**src/sv/pol_pkg.sv**
```systemverilog
// Shared command and status codes for the positional ordered list.
`timescale 1ns / 1ps

package pol_pkg;

    typedef enum logic [2:0] {
        CMD_INS_FRONT = 3'd0,
        CMD_INS_BACK  = 3'd1,
        CMD_INS_POS   = 3'd2,
        CMD_DEL_FRONT = 3'd3,
        CMD_DEL_BACK  = 3'd4,
        CMD_DEL_POS   = 3'd5,
        CMD_READ_ALL  = 3'd6
    } command_t;

    typedef enum logic [1:0] {
        ST_OK    = 2'd0,
        ST_EMPTY = 2'd1,
        ST_FULL  = 2'd2,
        ST_RANGE = 2'd3
    } status_t;

    localparam int DATA_W = 32;

endpackage

```
**src/sv/pol_mem.sv**
```systemverilog
// Entry storage: one write port, one read port with registered read data.
`timescale 1ns / 1ps

module pol_mem #(
    parameter int DEPTH = 16,
    parameter int AW    = 4,
    parameter int DW    = 32
) (
    input  logic          clk,
    input  logic          we,
    input  logic [AW-1:0] waddr,
    input  logic [DW-1:0] wdata,
    input  logic          re,
    input  logic [AW-1:0] raddr,
    output logic [DW-1:0] rdata
);

    logic [DW-1:0] mem_reg [DEPTH];
    logic [DW-1:0] rdata_reg;

    always_ff @(posedge clk)
    begin
        if (we)
        begin
            mem_reg[waddr] <= wdata;
        end
    end

    // hold the last read word until the next read
    always_ff @(posedge clk)
    begin
        if (re)
        begin
            rdata_reg <= mem_reg[raddr];
        end
    end

    assign rdata = rdata_reg;

endmodule

```
**src/sv/positional_ordered_list_core.sv**
```systemverilog
// Edits: an insert moves each entry above the slot up by a read and a write (S_INS_RD,
// S_INS_WR), then writes the value (S_INS_PUT); a delete moves the entries down likewise.
// Read-all: each result item is one read of the single read port of the entry memory.
// One item is worked at a time; a new item is taken while the last result still waits.
// Reset (rst_n low, asynchronous) empties the list; memory contents are left as they are.
// Top level: sequencer, entry memory and output register of the positional ordered list.
`timescale 1ns / 1ps

module positional_ordered_list_core #(
    parameter int CAPACITY = 16,
    localparam int CNT_W = $clog2(CAPACITY + 1),
    localparam int POS_W = $clog2(CAPACITY + 2)
) (
    input  logic                 clk,
    input  logic                 rst_n,
    input  logic                 in_valid,
    output logic                 in_ready,
    input  logic [2:0]           command,
    input  logic signed [31:0]   value,
    input  logic [POS_W-1:0]     position,
    output logic                 out_valid,
    input  logic                 out_ready,
    output logic [1:0]           status,
    output logic signed [31:0]   entry_value,
    output logic                 is_last,
    output logic [CNT_W-1:0]     entry_count
);

    localparam int AW = $clog2(CAPACITY);
    localparam int DW = pol_pkg::DATA_W;

    typedef enum logic [3:0] {
        S_IDLE,
        S_INS_RD,
        S_INS_WR,
        S_INS_PUT,
        S_DEL_RD,
        S_DEL_WR,
        S_EMIT,
        S_RD_REQ,
        S_RD_OUT
    } state_t;

    state_t              state_reg;
    logic [CNT_W-1:0]    count_reg;
    logic [AW-1:0]       ptr_reg;
    logic [AW-1:0]       idx_reg;
    logic [DW-1:0]       val_reg;
    pol_pkg::status_t    pend_reg;
    logic                out_valid_reg;
    pol_pkg::status_t    out_status_reg;
    logic [DW-1:0]       out_value_reg;
    logic                out_last_reg;
    logic [CNT_W-1:0]    out_count_reg;

    logic                mem_we;
    logic [AW-1:0]       mem_waddr;
    logic [DW-1:0]       mem_wdata;
    logic                mem_re;
    logic [AW-1:0]       mem_raddr;
    logic [DW-1:0]       mem_rdata;

    pol_pkg::command_t   cmd;
    logic [POS_W:0]      pos_x;
    logic [POS_W:0]      cnt_x;
    logic                ins_pos_ok;
    logic                del_pos_ok;
    logic                is_full;
    logic                is_empty;
    logic [AW-1:0]       ins_idx;
    logic [AW-1:0]       del_idx;
    logic                slot_free;
    logic                out_load;
    logic                rd_last;

    pol_mem #(
        .DEPTH (CAPACITY),
        .AW    (AW),
        .DW    (DW)
    ) u_mem (
        .clk   (clk),
        .we    (mem_we),
        .waddr (mem_waddr),
        .wdata (mem_wdata),
        .re    (mem_re),
        .raddr (mem_raddr),
        .rdata (mem_rdata)
    );

    assign in_ready  = (state_reg == S_IDLE);
    assign slot_free = !out_valid_reg || out_ready;
    assign out_load  = slot_free && ((state_reg == S_EMIT) || (state_reg == S_RD_OUT));
    assign rd_last   = ((CNT_W'(ptr_reg) + CNT_W'(1)) == count_reg);

    // decode of the incoming item
    always_comb
    begin
        cmd        = pol_pkg::command_t'(command);
        pos_x      = {1'b0, position};
        cnt_x      = (POS_W + 1)'(count_reg);
        ins_pos_ok = (pos_x != '0) && (pos_x <= cnt_x + (POS_W + 1)'(1));
        del_pos_ok = (pos_x != '0) && (pos_x <= cnt_x);
        is_full    = (count_reg == CNT_W'(CAPACITY));
        is_empty   = (count_reg == '0);
        case (cmd)
            pol_pkg::CMD_INS_FRONT: ins_idx = '0;
            pol_pkg::CMD_INS_BACK:  ins_idx = AW'(count_reg);
            default:                ins_idx = AW'(position - POS_W'(1));
        endcase
        case (cmd)
            pol_pkg::CMD_DEL_FRONT: del_idx = '0;
            pol_pkg::CMD_DEL_BACK:  del_idx = AW'(count_reg - CNT_W'(1));
            default:                del_idx = AW'(position - POS_W'(1));
        endcase
    end

    // memory port control
    always_comb
    begin
        mem_re    = 1'b0;
        mem_raddr = ptr_reg;
        mem_we    = 1'b0;
        mem_waddr = ptr_reg;
        mem_wdata = mem_rdata;
        case (state_reg)
            S_INS_RD:
            begin
                mem_re    = 1'b1;
                mem_raddr = ptr_reg - AW'(1);
            end
            S_INS_WR:
            begin
                mem_we = 1'b1;
            end
            S_INS_PUT:
            begin
                mem_we    = 1'b1;
                mem_waddr = idx_reg;
                mem_wdata = val_reg;
            end
            S_DEL_RD:
            begin
                mem_re    = 1'b1;
                mem_raddr = ptr_reg + AW'(1);
            end
            S_DEL_WR:
            begin
                mem_we = 1'b1;
            end
            S_RD_REQ:
            begin
                mem_re = 1'b1;
            end
            default:
            begin
                mem_re = 1'b0;
            end
        endcase
    end

    always_ff @(posedge clk or negedge rst_n)
    begin
        if (!rst_n)
        begin
            state_reg      <= S_IDLE;
            count_reg      <= '0;
            ptr_reg        <= '0;
            idx_reg        <= '0;
            val_reg        <= '0;
            pend_reg       <= pol_pkg::ST_OK;
            out_valid_reg  <= 1'b0;
            out_status_reg <= pol_pkg::ST_OK;
            out_value_reg  <= '0;
            out_last_reg   <= 1'b0;
            out_count_reg  <= '0;
        end
        else
        begin
            if (out_load)
            begin
                out_valid_reg <= 1'b1;
            end
            else if (out_ready)
            begin
                out_valid_reg <= 1'b0;
            end
            case (state_reg)
                S_IDLE:
                begin
                    if (in_valid)
                    begin
                        case (cmd)
                            pol_pkg::CMD_INS_FRONT,
                            pol_pkg::CMD_INS_BACK,
                            pol_pkg::CMD_INS_POS:
                            begin
                                val_reg <= value;
                                if (is_full)
                                begin
                                    pend_reg  <= pol_pkg::ST_FULL;
                                    state_reg <= S_EMIT;
                                end
                                else if (cmd == pol_pkg::CMD_INS_POS && !ins_pos_ok)
                                begin
                                    pend_reg  <= pol_pkg::ST_RANGE;
                                    state_reg <= S_EMIT;
                                end
                                else
                                begin
                                    idx_reg <= ins_idx;
                                    ptr_reg <= AW'(count_reg);
                                    if (CNT_W'(ins_idx) < count_reg)
                                    begin
                                        state_reg <= S_INS_RD;
                                    end
                                    else
                                    begin
                                        state_reg <= S_INS_PUT;
                                    end
                                end
                            end
                            pol_pkg::CMD_DEL_FRONT,
                            pol_pkg::CMD_DEL_BACK,
                            pol_pkg::CMD_DEL_POS:
                            begin
                                if (is_empty)
                                begin
                                    pend_reg  <= pol_pkg::ST_EMPTY;
                                    state_reg <= S_EMIT;
                                end
                                else if (cmd == pol_pkg::CMD_DEL_POS && !del_pos_ok)
                                begin
                                    pend_reg  <= pol_pkg::ST_RANGE;
                                    state_reg <= S_EMIT;
                                end
                                else
                                begin
                                    ptr_reg <= del_idx;
                                    if ((CNT_W'(del_idx) + CNT_W'(1)) < count_reg)
                                    begin
                                        state_reg <= S_DEL_RD;
                                    end
                                    else
                                    begin
                                        count_reg <= count_reg - CNT_W'(1);
                                        pend_reg  <= pol_pkg::ST_OK;
                                        state_reg <= S_EMIT;
                                    end
                                end
                            end
                            pol_pkg::CMD_READ_ALL:
                            begin
                                if (is_empty)
                                begin
                                    pend_reg  <= pol_pkg::ST_EMPTY;
                                    state_reg <= S_EMIT;
                                end
                                else
                                begin
                                    ptr_reg   <= '0;
                                    state_reg <= S_RD_REQ;
                                end
                            end
                            default:
                            begin
                                // unused code: drop the item
                                state_reg <= S_IDLE;
                            end
                        endcase
                    end
                end
                S_INS_RD:
                begin
                    state_reg <= S_INS_WR;
                end
                S_INS_WR:
                begin
                    // move one entry up, walking toward the insert slot
                    ptr_reg <= ptr_reg - AW'(1);
                    if ((ptr_reg - AW'(1)) > idx_reg)
                    begin
                        state_reg <= S_INS_RD;
                    end
                    else
                    begin
                        state_reg <= S_INS_PUT;
                    end
                end
                S_INS_PUT:
                begin
                    count_reg <= count_reg + CNT_W'(1);
                    pend_reg  <= pol_pkg::ST_OK;
                    state_reg <= S_EMIT;
                end
                S_DEL_RD:
                begin
                    state_reg <= S_DEL_WR;
                end
                S_DEL_WR:
                begin
                    ptr_reg <= ptr_reg + AW'(1);
                    if ((CNT_W'(ptr_reg) + CNT_W'(2)) < count_reg)
                    begin
                        state_reg <= S_DEL_RD;
                    end
                    else
                    begin
                        count_reg <= count_reg - CNT_W'(1);
                        pend_reg  <= pol_pkg::ST_OK;
                        state_reg <= S_EMIT;
                    end
                end
                S_EMIT:
                begin
                    if (slot_free)
                    begin
                        out_status_reg <= pend_reg;
                        out_value_reg  <= '0;
                        out_last_reg   <= 1'b1;
                        out_count_reg  <= count_reg;
                        state_reg      <= S_IDLE;
                    end
                end
                S_RD_REQ:
                begin
                    state_reg <= S_RD_OUT;
                end
                S_RD_OUT:
                begin
                    if (slot_free)
                    begin
                        out_status_reg <= pol_pkg::ST_OK;
                        out_value_reg  <= mem_rdata;
                        out_last_reg   <= rd_last;
                        out_count_reg  <= count_reg;
                        if (rd_last)
                        begin
                            state_reg <= S_IDLE;
                        end
                        else
                        begin
                            ptr_reg   <= ptr_reg + AW'(1);
                            state_reg <= S_RD_REQ;
                        end
                    end
                end
                default:
                begin
                    state_reg <= S_IDLE;
                end
            endcase
        end
    end

    assign out_valid   = out_valid_reg;
    assign status      = out_status_reg;
    assign entry_value = out_value_reg;
    assign is_last     = out_last_reg;
    assign entry_count = out_count_reg;

    a_count_bound: assert property (@(posedge clk) disable iff (!rst_n)
        count_reg <= CNT_W'(CAPACITY))
        else $error("entry count above capacity");

    a_count_step: assert property (@(posedge clk) disable iff (!rst_n)
        (count_reg != $past(count_reg)) |->
            (count_reg == $past(count_reg) + CNT_W'(1)) ||
            (count_reg == $past(count_reg) - CNT_W'(1)))
        else $error("entry count moved by more than one");

    a_error_final: assert property (@(posedge clk) disable iff (!rst_n)
        (out_valid_reg && out_status_reg != pol_pkg::ST_OK) |->
            (out_last_reg && out_value_reg == '0))
        else $error("error result not final or carries data");

endmodule

```
**config.mk**
```make
export PLATFORM = sky130hd
export DESIGN_NAME = positional_ordered_list_core
export DESIGN_NICKNAME = d
export VERILOG_FILES = /design/src/sv/pol_pkg.sv /design/src/sv/pol_mem.sv /design/src/sv/positional_ordered_list_core.sv
export SDC_FILE = /design/constraint.sdc
export NUM_CORES = 1
export LEC_CHECK = 0
export BUFFER_PORTS_ARGS = -buffer_cell sky130_fd_sc_hd__buf_2
export CAP_MARGIN = 10
export CORE_MARGIN = 2
export CORE_UTILIZATION = 50
export CTS_CLUSTER_DIAMETER = 50
export DETAILED_ROUTE_END_ITERATION = 16
export PLACE_DENSITY_LB_ADDON = 0.05
export SLEW_MARGIN = 25
export SYNTH_ARGS = -nofsm -noshare
export SYNTH_HDL_FRONTEND = slang
export SYNTH_SLANG_ARGS = --single-unit
export TNS_END_PERCENT = 30
```
**constraint.sdc**
```tcl
create_clock -name clk -period 4.5 [get_ports clk]
set_input_delay 0.225 -clock clk [delete_from_list [all_inputs] [get_ports clk]]
set_output_delay 0.225 -clock clk [all_outputs]
set_load 0.02 [all_outputs]
```
### Word-level counts from Yosys, hierarchy flattened

Memory sizes are Yosys's and may differ from the RTL's. A register that Yosys moved wholly into a read port is not among the register bits.
Cells that the tools add are included.

* flip-flop bits (word level): 92
* memories kept: 1
* input bits: 44
* logic and storage cells: 156
* memory bits (writable): 512
* bits in latches: 0
* ROM bits: 0

Memory list
* u_mem.mem_reg: depth 16, bits a word 32, read ports 1, clocked after Yosys merged registers in 1, wr ports 1, RTL line pol_mem.sv:18 `logic [DW-1:0] mem_reg [DEPTH];`

* add/sub/neg operators: 9
* reductions and logical operators: 31
* shifts and indexed selects: 0
* equality and inequality tests: 34
* $lt $le $gt $ge: 6
* multipliers: 0
* bitwise gates (word level): 2
* multiplexer cells: 62
* div/mod/pow operators: 0

Operator list (count)
* 2-to-1 mux 32 bit: 3
* one-hot mux 32 bit (2 select lines): 1
* 2-to-1 mux 4 bit: 12
* one-hot mux 4 bit (9 select lines): 1
* 2-to-1 mux 2 bit: 16
* 2-to-1 mux 5 bit: 6
* one-hot mux 4 bit (2 select lines): 3
* one-hot mux 4 bit (3 select lines): 2
* != test 3 bit, second input constant: 6
* equality test 4 x 3 -> 1 bit, second input constant: 4
* != test 2 bit, second input constant: 8
* one-hot mux 4 bit (4 select lines): 1
* one-hot mux 5 bit (3 select lines): 1
* AND reduction 7 bit: 2
* one-hot mux 2 bit (3 select lines): 2
* OR reduction 3 bit: 4
* adder 4 x 1 -> 5 bit, second input constant: 2
* less-than comparator 5 bit: 2
* AND reduction 10 bit: 1
* equality test 3 bit, second input constant: 3
* 2-to-1 mux 1 bit: 9
* 2-to-1 mux 3 bit: 3
* AND reduction 3 bit: 3
* equality test 4 x 2 -> 1 bit, second input constant: 2
* 36 further kinds: 47

### Longest topological paths before layout

* word-level depth: 10
* mapped depth: 15

### By module

Synthesis repeated with hierarchy kept, for this count alone.

* cells, all modules: 1527
* area, all modules: 26347.8 sq um

Modules (own cells, without submodules)
* pol_mem: cells each 838, sequential area each 16335.7 sq um, area an instance 20155.6 sq um, instances 1
* positional_ordered_list_core: cells each 689, sequential area each 2302.2 sq um, area an instance 6192.2 sq um, instances 1

### Least setup slack after synthesis

Ideal clock, no wire load.

* path type: register to register
* start: register state_reg[0]
* end: register u_mem.rdata_reg[0] (netlist: u_mem.rdata[0]), read port of u_mem.mem_reg, enable pin
* setup slack: 0.518 ns
* path buffers: 2
* stages on the path, launching flop included: 7
* arrival time: 3.512 ns
* library setup time: 0.470 ns
* cell sequence: dfrtp_1 > buf_6 > buf_2 > clkinv_1 > nor2_1 > nor2_1 > a211oi_1

* longest elaborated chain between the ends: 3

RTL lines
* from (decl): RTL line positional_ordered_list_core.sv:44 `state_t state_reg;`
* from (signal assigned): RTL line positional_ordered_list_core.sv:165 `state_reg <= S_IDLE;`
* from (signal assigned): RTL line positional_ordered_list_core.sv:201 `state_reg <= S_EMIT;`
* from (signal assigned): RTL line positional_ordered_list_core.sv:206 `state_reg <= S_EMIT;`
* equality test 4 x 3 -> 1 bit / equality test 4 x 1 -> 1 bit (equally long branches): RTL line positional_ordered_list_core.sv:125 `case (state_reg)`
* OR reduction 3 bit (no line) *
* 2-to-1 mux 1 bit *: RTL line positional_ordered_list_core.sv:125
* net mem_re: RTL line positional_ordered_list_core.sv:59 `logic mem_re;`
* to (decl): RTL line pol_mem.sv:19 `logic [DW-1:0] rdata_reg;`

The timed path passes the listed nets; every way through them passes the cells marked *.
A chain may end at the register's enable or synchronous reset.

### Worst setup path after layout

* start: register ptr_reg[0]
* end: register u_mem.rdata_reg[20] (netlist: u_mem.rdata[20]), read port of u_mem.mem_reg, data pin

* longest elaborated chain between the ends: 2

RTL lines
* from (decl): RTL line positional_ordered_list_core.sv:46 `logic [AW-1:0] ptr_reg;`
* from (signal assigned): RTL line positional_ordered_list_core.sv:211 `ptr_reg <= AW'(count_reg);`
* from (signal assigned): RTL line positional_ordered_list_core.sv:238 `ptr_reg <= del_idx;`
* from (signal assigned): RTL line positional_ordered_list_core.sv:279 `ptr_reg <= ptr_reg - AW'(1);`
* adder 4 x 1 -> 4 bit / subtractor 4 x 1 -> 4 bit (equally long branches): RTL line positional_ordered_list_core.sv:144, positional_ordered_list_core.sv:129
* one-hot mux 4 bit (2 select lines) *: RTL line positional_ordered_list_core.sv:125

Mark *: on every way between the ends. The rest lies on a longest branch, timed or not.

==> impl_metrics.csv <==
group,metric,value,unit
status,run_status,"complete, no violations",
setup_path,worst_setup_path_end_kind,"flip-flop",
synth,synth_cell_types,86,
cts,insertion_delay,0.63,ns
routing,post-route-drc-count,0,
sta,timing_hold_violations_final,0,
cells_and_area,fin_nets,2348,
grt,grt_pass1_wl,124,mm
synth,synth_enable_flop_cells,544,
sta,maxSlewViolCount,0,
setup_path,worstPathArrival,4.34,ns
floorplan,die_h,242,um
sta,fin_tns_setup,0,ns
synth,synth.avg_cell_area,13.0,um^2
setup_path,worstSetupStartpointType,"flip-flop",
floorplan,die_area,58600,um^2
routing,drt_iter0_markers,1678,
floorplan,rows,87,
grt,grt_max_degree,139,
cts,cts.sink_count,636,
power,power_density,853,nW/um^2
cts,cts_tree,"done",
grt,global_route.overflow_total,0,
floorplan,floorplan.initialDensity,0.504,
synth,number_of_nets_in_the_synthesized_netlist,2263,
cts,cts.reportedPaths.clkPinSlew,0.05,ns
worst_hold_path,worst_hold_path_type,"in -> async",
sta,worst_case_clock_skew,0.0245,ns
synth,yosysSeqAreaShare,0.657,
power,irDropWorstVdd,1110,uV
routing,route.detailed.vias_per_inst,6.41,
cells_and_area,num-fill-cells,4518,
synth,synth.cell_area,28400,um^2
cts,buffer_levels_on_the_longest_clock_path,3,
cells_and_area,largest_register_ffs,512,
cts,htree_num_levels,3,
sta,timing.final.setup_violations,0,
sta,final_period_util,0.864,
sta,grt_setup_unrepaired,"false",
floorplan,core_area,56300,um^2
placed_design,placedCellCount,2909,
cells_and_area,mostFrequentLayoutCell,"edfxtp_1",
setup_path,required_time_at_the_endpoint_of_the_critical_path,4.95,ns
placed_design,place_congestion,0.857,
job,max_cap_violations,0,
routing,drtPass1Iterations,5,
grt,grt_pass1_vias,19500,
routing,route.final.wire_length,81.6,mm
cts,postCtsSetupRepairBufs,0,
placed_design,port_buffers,85,
grt,antenna_violations_before_repair,0,
routing,drt-wirelength-per-cell,26.4,um
sta,max-slew-margin-rel,0.339,
setup_path,critical_path_class,"reg -> reg",
routing,vias,19800,
setup_path,timing.critical_path.fanout_max,129,
routing,detail-route-antenna-nets,0,
synth,yosys_register_bits,636,
cells_and_area,drive_above_1_share,0.163,
synth,synth_cells,2182,
grt,grt.total_usage,0.277,
sta,fmax,257,MHz
power,cellLeakagePower,11.9,nW
cells_and_area,antenna_cells,0,
sta,timing_worst_slew_pin_value,0.987,ns
synth,yosys_warnings,0,
cts,numCtsBuffers,78,
cells_and_area,most_used_cells_in_the_layout_excluding_fill_and_tap_cells,"544 x edfxtp_1, 201 x nand2_1, 125 x nand4_1, 101 x a31oi_1, 92 x dfrtp_1",
cells_and_area,post_layout_nonfiller_instances,3087,
floorplan,die_width,242,um
cells_and_area,multi_input_area,8800,um^2
synth,async_reset_ff_frac,0.145,
cells_and_area,layout.area.seq,18600,um^2
cts,clock-root-buffer,"clkbuf_16",
synth,yosys_most_used_dff,"edfxtp_1",
sta,finalCriticalPeriod,3.89,ns
floorplan,top_level_ports,86,
cells_and_area,areaGrowthSynthToFinish,16.1,%
placed_design,dp_hpwl,44.8,mm
==> final timing paths <==
check                           slack (ns)         endpoint   startpoint  depth (start not counted)
worst max-delay path                  0.61  u_mem.rdata[20]   ptr_reg[0]                          9
worst min-delay path                  0.03     state_reg[3]        rst_n                          2
worst max register to register        0.61  u_mem.rdata[20]   ptr_reg[0]                          9
worst min register to register        0.47        status[1]    status[1]                          2
max in group asynchronous             3.50   entry_value[7]        rst_n                          3
min in group clk                      0.14       idx_reg[0]  position[0]                          4
==> power breakdown <==
group	switching, mW	internal [mW]
registers	0.541	8.55
logic	8.47	4.13
clock network	2.46	3.93
total	11.5	16.6
==> repair_timing <==
action / 4_1_cts / 5_1_grt
endpoints found under the setup margin: 0 / 0
resized for setup: 0 / 0
endpoints found under the hold margin: 93 / 0
hold buffers: 34 / 0
==> stage by stage <==
step / setup WS [ns] / hold slack (ns) / util / power [mW] / instance area (um^2)
finish: 0.614 / 0.0271 / 0.585 / 28.1 / 32900
global route: 0.498 / 0.0362 / 0.585 / 29.6 / 32900
CTS: 0.739 / 0.00759 / 0.585 / 28.1 / 32900
detailed placement: 0.743 / 0.112 / 0.532 / 21.7 / 29900
global placement: 0.790 / 0.109 / 0.532 / 21.5 / 29900
floorplan: 0.518 / -0.0706 / - / 17.3 / 28400
==> cell type report <==
class / instances / area share
multi-input combinational: 1257 / 0.267
inverter: 86 / 0.00980
tap: 756 / 0.0287
timing repair buffer: 208 / 0.0482
clock buffer: 111 / 0.0665
sequential: 636 / 0.566
clock inverter: 33 / 0.0137
==> cells by family (layout without fill, tap and decap cells) <==
logic type,after synthesis,after routing,synth area share
mux,44,44,0.0174
buf+inv,289,438,0.0418
simple gates,544,544,0.105
flops,636,636,0.657
fa+ha+maj,38,38,0.0167
xor+xnor,23,23,0.00759
compound gates,608,608,0.155
==> routing by layer <==
layer,track usage,up-vias,part of all wire
met5,0,-,0
met1,0.389,10100,0.43
met3,0.0458,153,0.064
li1,-,8812,-
met4,0.0915,0,0.029
met2,0.444,761,0.47
==> critical path, cell delays in order, from the launching register on <==
cell	delay, ns
dfrtp_1	0.52
inv_1	0.22
ha_1	0.50
inv_2	0.15
or3_4	0.75
nand3_4	0.18
buf_12	0.39
a21oi_1	0.17
a211o_1	0.37
a31oi_1	0.19
==> Yosys cell counts (65+ instances only) <==
library cell	number	area share
edfxtp_1	544	0.58
nand2_1	203	0.027
nand4_1	125	0.028
clkbuf_1	111	0.015
a31oi_1	102	0.023
dfrtp_1	92	0.081
a21oi_1	84	0.015
inv_1	80	0.011
a211oi_1	71	0.019
o211ai_1	69	0.018
and4_1	65	0.020
buf_2	65	0.011
Power figures use the tool's default switching activity.
